===== src/rtl/mnst_pkg.sv =====
package mnst_pkg;

    // Geometry and tone constants
    localparam int NOTE_TABLE_DEPTH = 128;
    localparam int NOTE_IDX_W       = $clog2(NOTE_TABLE_DEPTH);
    localparam int PERIOD_W         = 17;
    localparam int PERIOD_FRAC      = 40;
    localparam int RATIO_FRAC       = 62;

    localparam logic [63:0] TONE_NUMERATOR = 64'd312500;
    localparam logic [63:0] BASE_HZ        = 64'd440;
    localparam logic [63:0] RATIO_NUM      = 64'd1059463094;
    localparam logic [63:0] RATIO_DEN      = 64'd1000000000;
    localparam logic [7:0]  NOTE_BIAS      = 8'd81;
    localparam logic [PERIOD_W-1:0] PERIOD_MAX = '1;

    // Status nibbles that open a message (note on, poly aftertouch)
    localparam logic [3:0] STATUS_NOTE_ON    = 4'h9;
    localparam logic [3:0] STATUS_POLY_PRESS = 4'hA;

    // Request kinds
    localparam logic REQ_BYTE = 1'b0;
    localparam logic REQ_TICK = 1'b1;

    typedef enum logic [1:0] {
        PH_STATUS = 2'd0,
        PH_NOTE   = 2'd1,
        PH_VEL    = 2'd2,
        PH_BAD    = 2'd3
    } parse_phase_t;

    // Gate and note as seen by the tone generator and the result register
    typedef struct packed {
        logic              gate;
        logic signed [7:0] note;
    } note_state_t;

    typedef logic [PERIOD_W-1:0] period_rom_t [NOTE_TABLE_DEPTH];

    // floor(num * 2^frac / den) by restoring long division
    function automatic logic [63:0] fix_div(logic [63:0] num, logic [63:0] den, int frac);
        logic [127:0] dividend;
        logic [64:0]  rem;
        logic [127:0] quo;
        dividend = {64'd0, num} << frac;
        rem = '0;
        quo = '0;
        for (int i = 127; i >= 0; i--) begin
            rem = {rem[63:0], dividend[i]};
            if (rem >= {1'b0, den}) begin
                rem = rem - {1'b0, den};
                quo[i] = 1'b1;
            end
        end
        return quo[63:0];
    endfunction

    // floor(a * b / 2^62), low 64 bits kept
    function automatic logic [63:0] mul_q62(logic [63:0] a, logic [63:0] b);
        logic [127:0] prod;
        prod = {64'd0, a} * {64'd0, b};
        return prod[RATIO_FRAC+63:RATIO_FRAC];
    endfunction

    function automatic logic [PERIOD_W-1:0] sat_period(logic [63:0] p);
        logic [63-PERIOD_FRAC:0] whole;
        whole = p[63:PERIOD_FRAC];
        if (whole > {{(64-PERIOD_FRAC-PERIOD_W){1'b0}}, PERIOD_MAX}) begin
            return PERIOD_MAX;
        end
        return whole[PERIOD_W-1:0];
    endfunction

    // Half-period table, worked out at elaboration
    function automatic period_rom_t build_rom();
        period_rom_t rom;
        logic [63:0] up;
        logic [63:0] down;
        logic [63:0] base;
        logic [63:0] p;
        up   = fix_div(RATIO_DEN, RATIO_NUM, RATIO_FRAC);
        down = fix_div(RATIO_NUM, RATIO_DEN, RATIO_FRAC);
        base = fix_div(TONE_NUMERATOR, BASE_HZ, PERIOD_FRAC);
        rom[int'(NOTE_BIAS) % NOTE_TABLE_DEPTH] = sat_period(base);
        p = base;
        for (int i = int'(NOTE_BIAS) + 1; i < NOTE_TABLE_DEPTH; i++) begin
            p = mul_q62(p, up);
            rom[i] = sat_period(p);
        end
        p = base;
        for (int i = int'(NOTE_BIAS) - 1; i >= 0; i--) begin
            p = mul_q62(p, down);
            rom[i] = sat_period(p);
        end
        return rom;
    endfunction

    localparam period_rom_t PERIOD_ROM = build_rom();

    // Half period for a note offset from A440
    function automatic logic [PERIOD_W-1:0] note_period(logic signed [7:0] note);
        logic [7:0] idx;
        idx = note + NOTE_BIAS;
        return PERIOD_ROM[idx[NOTE_IDX_W-1:0]];
    endfunction

endpackage


===== src/rtl/mnst_parser.sv =====
module mnst_parser
    import mnst_pkg::*;
(
    input  logic        clk,
    input  logic        rst_n,
    input  logic        upd,
    input  logic        req_type,
    input  logic [7:0]  midi_byte,
    output note_state_t cur,
    output note_state_t nxt
);

    parse_phase_t      phase_reg;
    parse_phase_t      phase_next;
    logic [7:0]        held_reg;
    logic [7:0]        held_next;
    logic              gate_reg;
    logic              gate_next;
    logic signed [7:0] note_reg;
    logic signed [7:0] note_next;
    logic              is_byte;
    logic [3:0]        hi_nib;

    assign is_byte = (req_type == REQ_BYTE);
    assign hi_nib  = midi_byte[7:4];

    // Phase sequencing: status, note, velocity
    always_comb
    begin
        phase_next = phase_reg;
        if (is_byte)
        begin
            case (phase_reg)
                PH_STATUS:
                begin
                    if (hi_nib inside {STATUS_NOTE_ON, STATUS_POLY_PRESS})
                        phase_next = PH_NOTE;
                    else
                        phase_next = PH_STATUS;
                end
                PH_NOTE: phase_next = PH_VEL;
                PH_VEL:  phase_next = PH_STATUS;
                default: phase_next = PH_STATUS;
            endcase
        end
    end

    // Data captured per phase
    always_comb
    begin
        held_next = held_reg;
        gate_next = gate_reg;
        note_next = note_reg;
        if (is_byte)
        begin
            case (phase_reg)
                PH_STATUS: ;
                PH_NOTE:   held_next = midi_byte;
                PH_VEL:
                begin
                    if (midi_byte != 8'd0)
                    begin
                        gate_next = 1'b1;
                        note_next = held_reg - NOTE_BIAS;
                    end
                    else
                    begin
                        gate_next = 1'b0;
                    end
                end
                default: gate_next = 1'b0;
            endcase
        end
    end

    always_ff @(posedge clk or negedge rst_n)
    begin
        if (!rst_n)
        begin
            phase_reg <= PH_STATUS;
            held_reg  <= '0;
            gate_reg  <= 1'b0;
            note_reg  <= '0;
        end
        else if (upd)
        begin
            phase_reg <= phase_next;
            held_reg  <= held_next;
            gate_reg  <= gate_next;
            note_reg  <= note_next;
        end
    end

    assign cur.gate = gate_reg;
    assign cur.note = note_reg;
    assign nxt.gate = gate_next;
    assign nxt.note = note_next;

endmodule


===== src/rtl/mnst_tone.sv =====
module mnst_tone
    import mnst_pkg::*;
(
    input  logic        clk,
    input  logic        rst_n,
    input  logic        upd,
    input  logic        req_type,
    input  note_state_t cur,
    output logic        level_next
);

    logic [PERIOD_W-1:0] count_reg;
    logic [PERIOD_W-1:0] count_next;
    logic [PERIOD_W-1:0] count_inc;
    logic [PERIOD_W-1:0] period;
    logic                level_reg;

    assign period    = note_period(cur.note);
    assign count_inc = count_reg + 1'b1;

    // Tick: advance, wrap at or above the half period, toggle or force low
    always_comb
    begin
        count_next = count_reg;
        level_next = level_reg;
        if (req_type == REQ_TICK)
        begin
            count_next = count_inc;
            if (count_inc >= period)
            begin
                count_next = '0;
                level_next = cur.gate ? ~level_reg : 1'b0;
            end
        end
    end

    always_ff @(posedge clk or negedge rst_n)
    begin
        if (!rst_n)
        begin
            count_reg <= '0;
            level_reg <= 1'b0;
        end
        else if (upd)
        begin
            count_reg <= count_next;
            level_reg <= level_next;
        end
    end

endmodule


===== src/rtl/midi_note_square_tone_top.sv =====
// MIDI note-on square tone generator.
// Input channel (in_valid / in_stall): each request is either a received
// MIDI byte (req_type 0, midi_byte) or one prescaled timer tick (req_type 1).
// Output channel (out_valid / out_stall): exactly one result per request,
// in order: square_out, gate_open, note_offset (signed, from A440) and the
// half period of the current note in ticks.
// Path from request to result: the input register, then the
// parse/count update into the result register.
// Throughput: one request per cycle while the receiver does not stall; the half
// period comes from a 128-entry constant table read in the update stage.
// Reset (rst_n low, asynchronous): parser waits for a status byte, gate
// closed, note A440, tick counter and output level zero, both stages empty.
// When the receiver stalls, the result register holds its value and the
// input register fills; in_stall rises only while both are occupied and
// out_stall is high, so no request is lost or repeated.
module midi_note_square_tone_top
    import mnst_pkg::*;
(
    input  logic                  clk,
    input  logic                  rst_n,
    input  logic                  in_valid,
    output logic                  in_stall,
    input  logic                  req_type,
    input  logic [7:0]            midi_byte,
    output logic                  out_valid,
    input  logic                  out_stall,
    output logic                  square_out,
    output logic                  gate_open,
    output logic signed [7:0]     note_offset,
    output logic [PERIOD_W-1:0]   half_period
);

    logic                s1_valid_reg;
    logic                s1_type_reg;
    logic [7:0]          s1_byte_reg;
    logic                out_valid_reg;
    logic                square_reg;
    logic                gate_reg;
    logic signed [7:0]   note_reg;
    logic [PERIOD_W-1:0] period_reg;
    logic                advance;
    logic                upd;
    logic                level_next;
    note_state_t         ps_cur;
    note_state_t         ps_nxt;

    // Pipeline moves when the result register is empty or being drained
    assign advance  = !out_valid_reg || !out_stall;
    assign upd      = advance && s1_valid_reg;
    assign in_stall = s1_valid_reg && !advance;

    // Input register
    always_ff @(posedge clk or negedge rst_n)
    begin
        if (!rst_n)
            s1_valid_reg <= 1'b0;
        else if (!in_stall)
            s1_valid_reg <= in_valid;
    end

    always_ff @(posedge clk)
    begin
        if (in_valid && !in_stall)
        begin
            s1_type_reg <= req_type;
            s1_byte_reg <= midi_byte;
        end
    end

    mnst_parser u_parser (
        .clk       (clk),
        .rst_n     (rst_n),
        .upd       (upd),
        .req_type  (s1_type_reg),
        .midi_byte (s1_byte_reg),
        .cur       (ps_cur),
        .nxt       (ps_nxt)
    );

    mnst_tone u_tone (
        .clk        (clk),
        .rst_n      (rst_n),
        .upd        (upd),
        .req_type   (s1_type_reg),
        .cur        (ps_cur),
        .level_next (level_next)
    );

    // Result register
    always_ff @(posedge clk or negedge rst_n)
    begin
        if (!rst_n)
            out_valid_reg <= 1'b0;
        else if (advance)
            out_valid_reg <= s1_valid_reg;
    end

    always_ff @(posedge clk)
    begin
        if (upd)
        begin
            square_reg <= level_next;
            gate_reg   <= ps_nxt.gate;
            note_reg   <= ps_nxt.note;
            period_reg <= note_period(ps_nxt.note);
        end
    end

    assign out_valid   = out_valid_reg;
    assign square_out  = square_reg;
    assign gate_open   = gate_reg;
    assign note_offset = note_reg;
    assign half_period = period_reg;

endmodule


===== config.mk =====
export PLATFORM = sky130hd
export DESIGN_NAME = midi_note_square_tone_top
export DESIGN_NICKNAME = d
export VERILOG_FILES = /design/src/rtl/mnst_pkg.sv /design/src/rtl/mnst_parser.sv /design/src/rtl/mnst_tone.sv /design/src/rtl/midi_note_square_tone_top.sv
export SDC_FILE = /design/constraint.sdc
export NUM_CORES = 1
export LEC_CHECK = 0
export BUFFER_PORTS_ARGS = -buffer_cell sky130_fd_sc_hd__buf_2
export CAP_MARGIN = 25
export CELL_PAD_IN_SITES_DETAIL_PLACEMENT = 1
export CELL_PAD_IN_SITES_GLOBAL_PLACEMENT = 1
export CORE_MARGIN = 2
export CORE_UTILIZATION = 51
export DETAILED_ROUTE_END_ITERATION = 6
export HOLD_SLACK_MARGIN = 0.1
export PLACE_DENSITY_LB_ADDON = 0.1
export RECOVER_POWER = 25
export SYNTH_ARGS = -nofsm -noshare
export SYNTH_HDL_FRONTEND = slang
export SYNTH_SLANG_ARGS = --single-unit

===== constraint.sdc =====
create_clock -name clk -period 9 [get_ports clk]
set_input_delay 1.8 -clock clk [delete_from_list [all_inputs] [get_ports clk]]
set_output_delay 1.8 -clock clk [all_outputs]
set_load 0.02 [all_outputs]

**After elaboration in Yosys (flattened, before gate mapping)**

Memory sizes are Yosys's and may differ from the RTL's. A register that Yosys moved wholly into a read port is not among the register bits.
Index checks and enable logic that the tools add are counted.

- Memory bits (read-only): 4352
- Memories: 2
- Register bits after elaboration: 58

- $lt $le $gt $ge: 2
- Add/subtract/negate cells: 4
- Equality and inequality tests: 4
- Bitwise gates (word level): 4
- Reductions and logical operators: 15
- Mux-type cells: 14

Memories:

| memory | words | width | rd ports | clocked after Yosys merged registers in | wr ports | line | text |
|---|---|---|---|---|---|---|---|
| (name not given) | 128 | 17 | 1 | 0 | 0 | mnst_pkg.sv:104 | `return PERIOD_ROM[idx[NOTE_IDX_W-1:0]];` |
| (name not given) | 128 | 17 | 1 | 1 | 0 | mnst_pkg.sv:104 |  |

Operators with widths:

| cell | count |
|---|---|
| $mux W17 | 3 |
| $mux W8 | 3 |
| $add A17 B1 Y17 const B | 1 |
| $ge A17 B17 Y1 | 1 |
| $not A7 Y8 | 2 |
| $add A7 B7 Y7 const B | 2 |
| $eq A4 B4 Y1 const B | 2 |
| $ge A8 B8 Y1 const B | 1 |
| $reduce_bool A8 Y1 | 1 |
| $sub A8 B7 Y8 const B | 1 |
| $mux W1 | 6 |
| $logic_not A1 Y1 | 4 |
| $pmux W2 S2 | 1 |
| $reduce_and A2 Y1 | 2 |
| $logic_and A1 B1 Y1 | 3 |
| $reduce_and A3 Y1 | 1 |
| $eq A2 B1 Y1 const B | 1 |
| $eq A2 B2 Y1 const B | 1 |
| $logic_not A2 Y1 | 1 |
| $not A1 Y1 | 2 |
| $pmux W1 S2 | 1 |
| $reduce_bool A2 Y1 | 1 |
| $reduce_or A2 Y1 | 1 |
| $logic_or A1 B1 Y1 | 1 |

**Logic depth before layout (Yosys ltp)**

- Depth after elaboration: 8
- Depth in mapped cells: 24

**Modules after synthesis**

A second synthesis with hierarchy kept.

- Cell total of the unflattened synthesis: 1229
- Area total of the unflattened synthesis: 9344.0 sq um

Modules (own cells, without submodules):

| module | seq. area each (sq um) | area each (sq um) | times used | cells an instance |
|---|---|---|---|---|
| mnst_tone | 450.4 | 4154.0 | 1 | 621 |
| midi_note_square_tone_top | 1131.1 | 4132.7 | 1 | 516 |
| mnst_parser | 475.5 | 1057.3 | 1 | 92 |

**Worst setup path after synthesis**

No wires, ideal clock.

- Path type: reg2reg
- From: register u_parser.note_reg[0]
- To: register u_tone.count_reg[14]
- Clock period less this slack: 4.978 ns
- Stages on the path, launching flop included: 21
- Data arrival time: 4.852 ns
- Path slack: 4.022 ns
- Path buffers: 3
- Required time: 8.874 ns
- Cells stage by stage: dfrtp_1 clkbuf_1 inv_1 clkbuf_1 ha_1 nor2_1 a21o_1 a22o_1 nand2b_1 a2111oi_0 a21oi_1 mux4_2 ha_1 nand4_1 or4_1 nand3_1 nor2_1 a21oi_1 clkbuf_1 nor2_1 a221o_1

- Cells in the longest elaborated chain, start to end: 7

RTL lines:

| element | line | text |
|---|---|---|
| start: declaration | mnst_parser.sv:19 | `logic signed [7:0] note_reg;` |
| start signal: assignment | mnst_parser.sv:90 | `note_reg <= note_next;` |
| $add A7 B7 Y7 | mnst_pkg.sv:103 | `idx = note + NOTE_BIAS;` |
| $not A7 Y8 (implied by the code) | mnst_pkg.sv:104 |  |
| $mem_v2 Z128 W17 | -- |  |
| $mux W17 (implied by the code) (2 in series) | mnst_pkg.sv:104 |  |
| $ge A17 B17 Y1 | mnst_tone.sv:29 | `if (count_inc >= period)` |
| $mux W17 | mnst_tone.sv:29 |  |
| end signal: assignment | mnst_tone.sv:46 | `count_reg <= count_next;` |
| end: declaration | mnst_tone.sv:12 | `logic [PERIOD_W-1:0] count_reg;` |

No other way between the ends. The select of a mux whose other input is x is not followed.
A chain may end at the register's enable or synchronous reset.

==> metrics.csv <==
metric;value;unit
status;complete, but fails checks;
violations;capacitance limit, slew limit;
antenna_found_initial;0;
combPwrFrac;0.763;
final_cell_mix;nand2_1 (125), o21ai_0 (113), nor2_1 (108), a21oi_1 (93), buf_2 (41);
cts_resized;0;
sw_frac_of_total;0.5620;
rsz0062_at_grt;false;
m1WireLength;12.14;mm
htreeDepth;3;
peakVddDrop;0.2879;mV
max-clock-path-buffers;2;
finalHoldViolations;0;
period_share;0.6534;
grt_pass1_wl;45.07;mm
drc;0;
yosysWarnings;0;
clkPwrFrac;0.092;
dp_hpwl;19.74;mm
drv_slew;40;
synth-seq-cells;75;
max_freq;170.0;MHz
wl_per_cell;22.19;um
async_reset_ff_frac;0.5200;
critPathRequiredTime;9080;ps
cp.arrival;5960;ps
worst_pin_slew;2170;ps
clock_sink_count;75;
met2_length;13.72;mm
core;15770;um2
p_per_area;456.9;nW/um2
finalPower;0.004036;W
synthTopCellsByArea;edfxtp_1 (13%), dfrtp_1 (12%), o21ai_0 (6.8%);
max_slew_margin;-0.4468;
synthFlopType;dfrtp_1;
io_pins;42;
numCtsBuffers;9;
ys_types;81;
p_leak;3.539;nW
gp_congestion;0.9269;
final_period_minus_worst_setup_slack;5881;ps
power_frac_seq;0.144;
die_h;130.8;um
hold_path.class;flop to flop;
die-area;17110;um2
grt.total_usage;0.3356;
p_int;0.001768;W
synth_top_area_share;0.1318;
path_max_fanout;23;
n_antenna_cell;0;
port_buffers;41;
grt_max_degree;40;
crit_path_start_kind;flop;
synth.net_count;1134;
clkSlewWorstSetupHoldPaths;60;ps
timing.hold.ws;508.2;ps
overflow;0;
vias;8710;
die_w;130.8;um
areaGrowthSynthToFinish;7.752;%
setup_violations;0;
viasPerCell;6.762;
clock_latency;350;ps
grt_pass1_vias;8150;
start_util;0.5199;
switching_power;0.002268;W
worst_setup_path_end_kind;flop;
nets;1114;
drt_wl_total;28.58;mm
yosys.area.top_type;edfxtp_1;
final_common_cell;nand2_1;
route.met3.wl;1.716;mm
fin_tns_setup;0;ps
critical_path_class;flop to flop;
ctsHoldBuffers;0;
synth_edf_count;36;
syn_inst;1087;
drt_iter0_drc;737;
dr.pass1.iters;5;
clock_skew;11.85;ps
synth_area;8199;um2
cts_setup_buffers;0;
drive_gt1_frac;0.1119;
cts_tree;built;
cap_violations;1;
routed.top_layer;met4;
cts-root-buf;clkbuf_16;
antenna_left;0;
synth_seq_area_share;0.2509;
post_synth.cell_area_avg;7.543;um2
std_cell_rows;46;
-- cell families (layout without fill, tap and decap cells) --
logic type / count (synthesis) / count (layout) / synth area share
XOR/XNOR: 50 / 50 / 0.05662
adder cells (fa/ha/maj): 34 / 34 / 0.05188
AND/OR/NAND/NOR: 358 / 358 / 0.2007
flip-flops: 75 / 75 / 0.2509
AO/OA/AOI/OAI: 414 / 414 / 0.3295
multiplexers: 30 / 30 / 0.04563
buffers and inverters: 126 / 111 / 0.06485
-- layer usage --
metal  GRT usage  up-vias
li1            -     3988
met3     0.03990       86
met5           0        -
met4      0.1277        0
met1      0.4560     4264
met2      0.5506      372
-- critical path: stages (launching register included) --
cell	delay (ps)
edfxtp_1	500
or4_1	600
o21ai_0	180
clkbuf_1	780
a21o_1	600
ha_1	290
buf_4	290
a211oi_1	210
nor2_1	900
a221oi_1	220
a211oi_1	540
mux2i_1	150
o22ai_1	200
o21ai_0	130
-- path summary, 6_finish.rpt --
kind	startpoint	endpoint	slack, ps	cells past startpoint
worst max register to register	s1_byte_reg[7]$_DFFE_PP_	half_period[10]$_DFFE_PP_	3120	13
worst min register to register	u_tone.count_reg[16]$_DFFE_PN0P_	u_tone.count_reg[16]$_DFFE_PN0P_	510	2
min in group asynchronous	rst_n	u_parser.held_reg[2]$_DFFE_PN0P_	2080	1
max in group asynchronous	rst_n	u_parser.note_reg[3]$_DFFE_PN0P_	5670	1
worst min-delay path	u_tone.count_reg[16]$_DFFE_PN0P_	u_tone.count_reg[16]$_DFFE_PN0P_	510	2
worst max-delay path	s1_byte_reg[7]$_DFFE_PP_	half_period[10]$_DFFE_PP_	3120	13
-- final cells by class --
| class | count | area [um2] |
|---|---|---|
| fillers | 2052 | 6935 |
| multi-input cells | 886 | 5695 |
| flip-flops and latches | 75 | 2057 |
| repair buffers | 67 | 400.4 |
| well taps | 216 | 270.3 |
| clock buffers | 10 | 229.0 |
| inverters | 28 | 110.1 |
| clock inverters | 6 | 72.57 |
-- per-stage QoR --
step / setup slack (ps) / instance area, um2 / std cells / utilization
detailed placement: 3350 / 8522 / 1270 / 0.5404
global placement: 3513 / 8522 / 1270 / 0.5404
floorplan: 4022 / 8199 / 1087 / -
CTS: 3332 / 8823 / 1286 / 0.5595
finish: 3119 / 8835 / 1288 / 0.5602
global route: 2814 / 8835 / 1288 / 0.5602
-- power by group through the flow --
stage	Sequential [W]	Combinational, W	Clock, W
global placement	0.000577	0.00292	0
CTS	0.000581	0.00299	0.000378
finish	0.000583	0.00308	0.000373
floorplan	0.000604	0.00213	0
global route	0.000595	0.00333	0.000390
detailed placement	0.000583	0.00297	0
-- cell usage after synthesis, types with 14 or more instances --
library cell / count
and3_1: 14
a21oi_1: 93
edfxtp_1: 36
nor2_1: 108
clkbuf_1: 67
a31oi_1: 19
ha_1: 34
mux2i_1: 16
nand2_1: 125
nor3_1: 25
buf_2: 15
nor2b_1: 15
dfrtp_1: 39
inv_1: 25
o21ai_0: 112
a211oi_1: 30
a221oi_1: 16
nand3_1: 28
xnor2_1: 27
xor2_1: 21
o211ai_1: 18
Note: power is estimated with default switching activity, not from simulation.
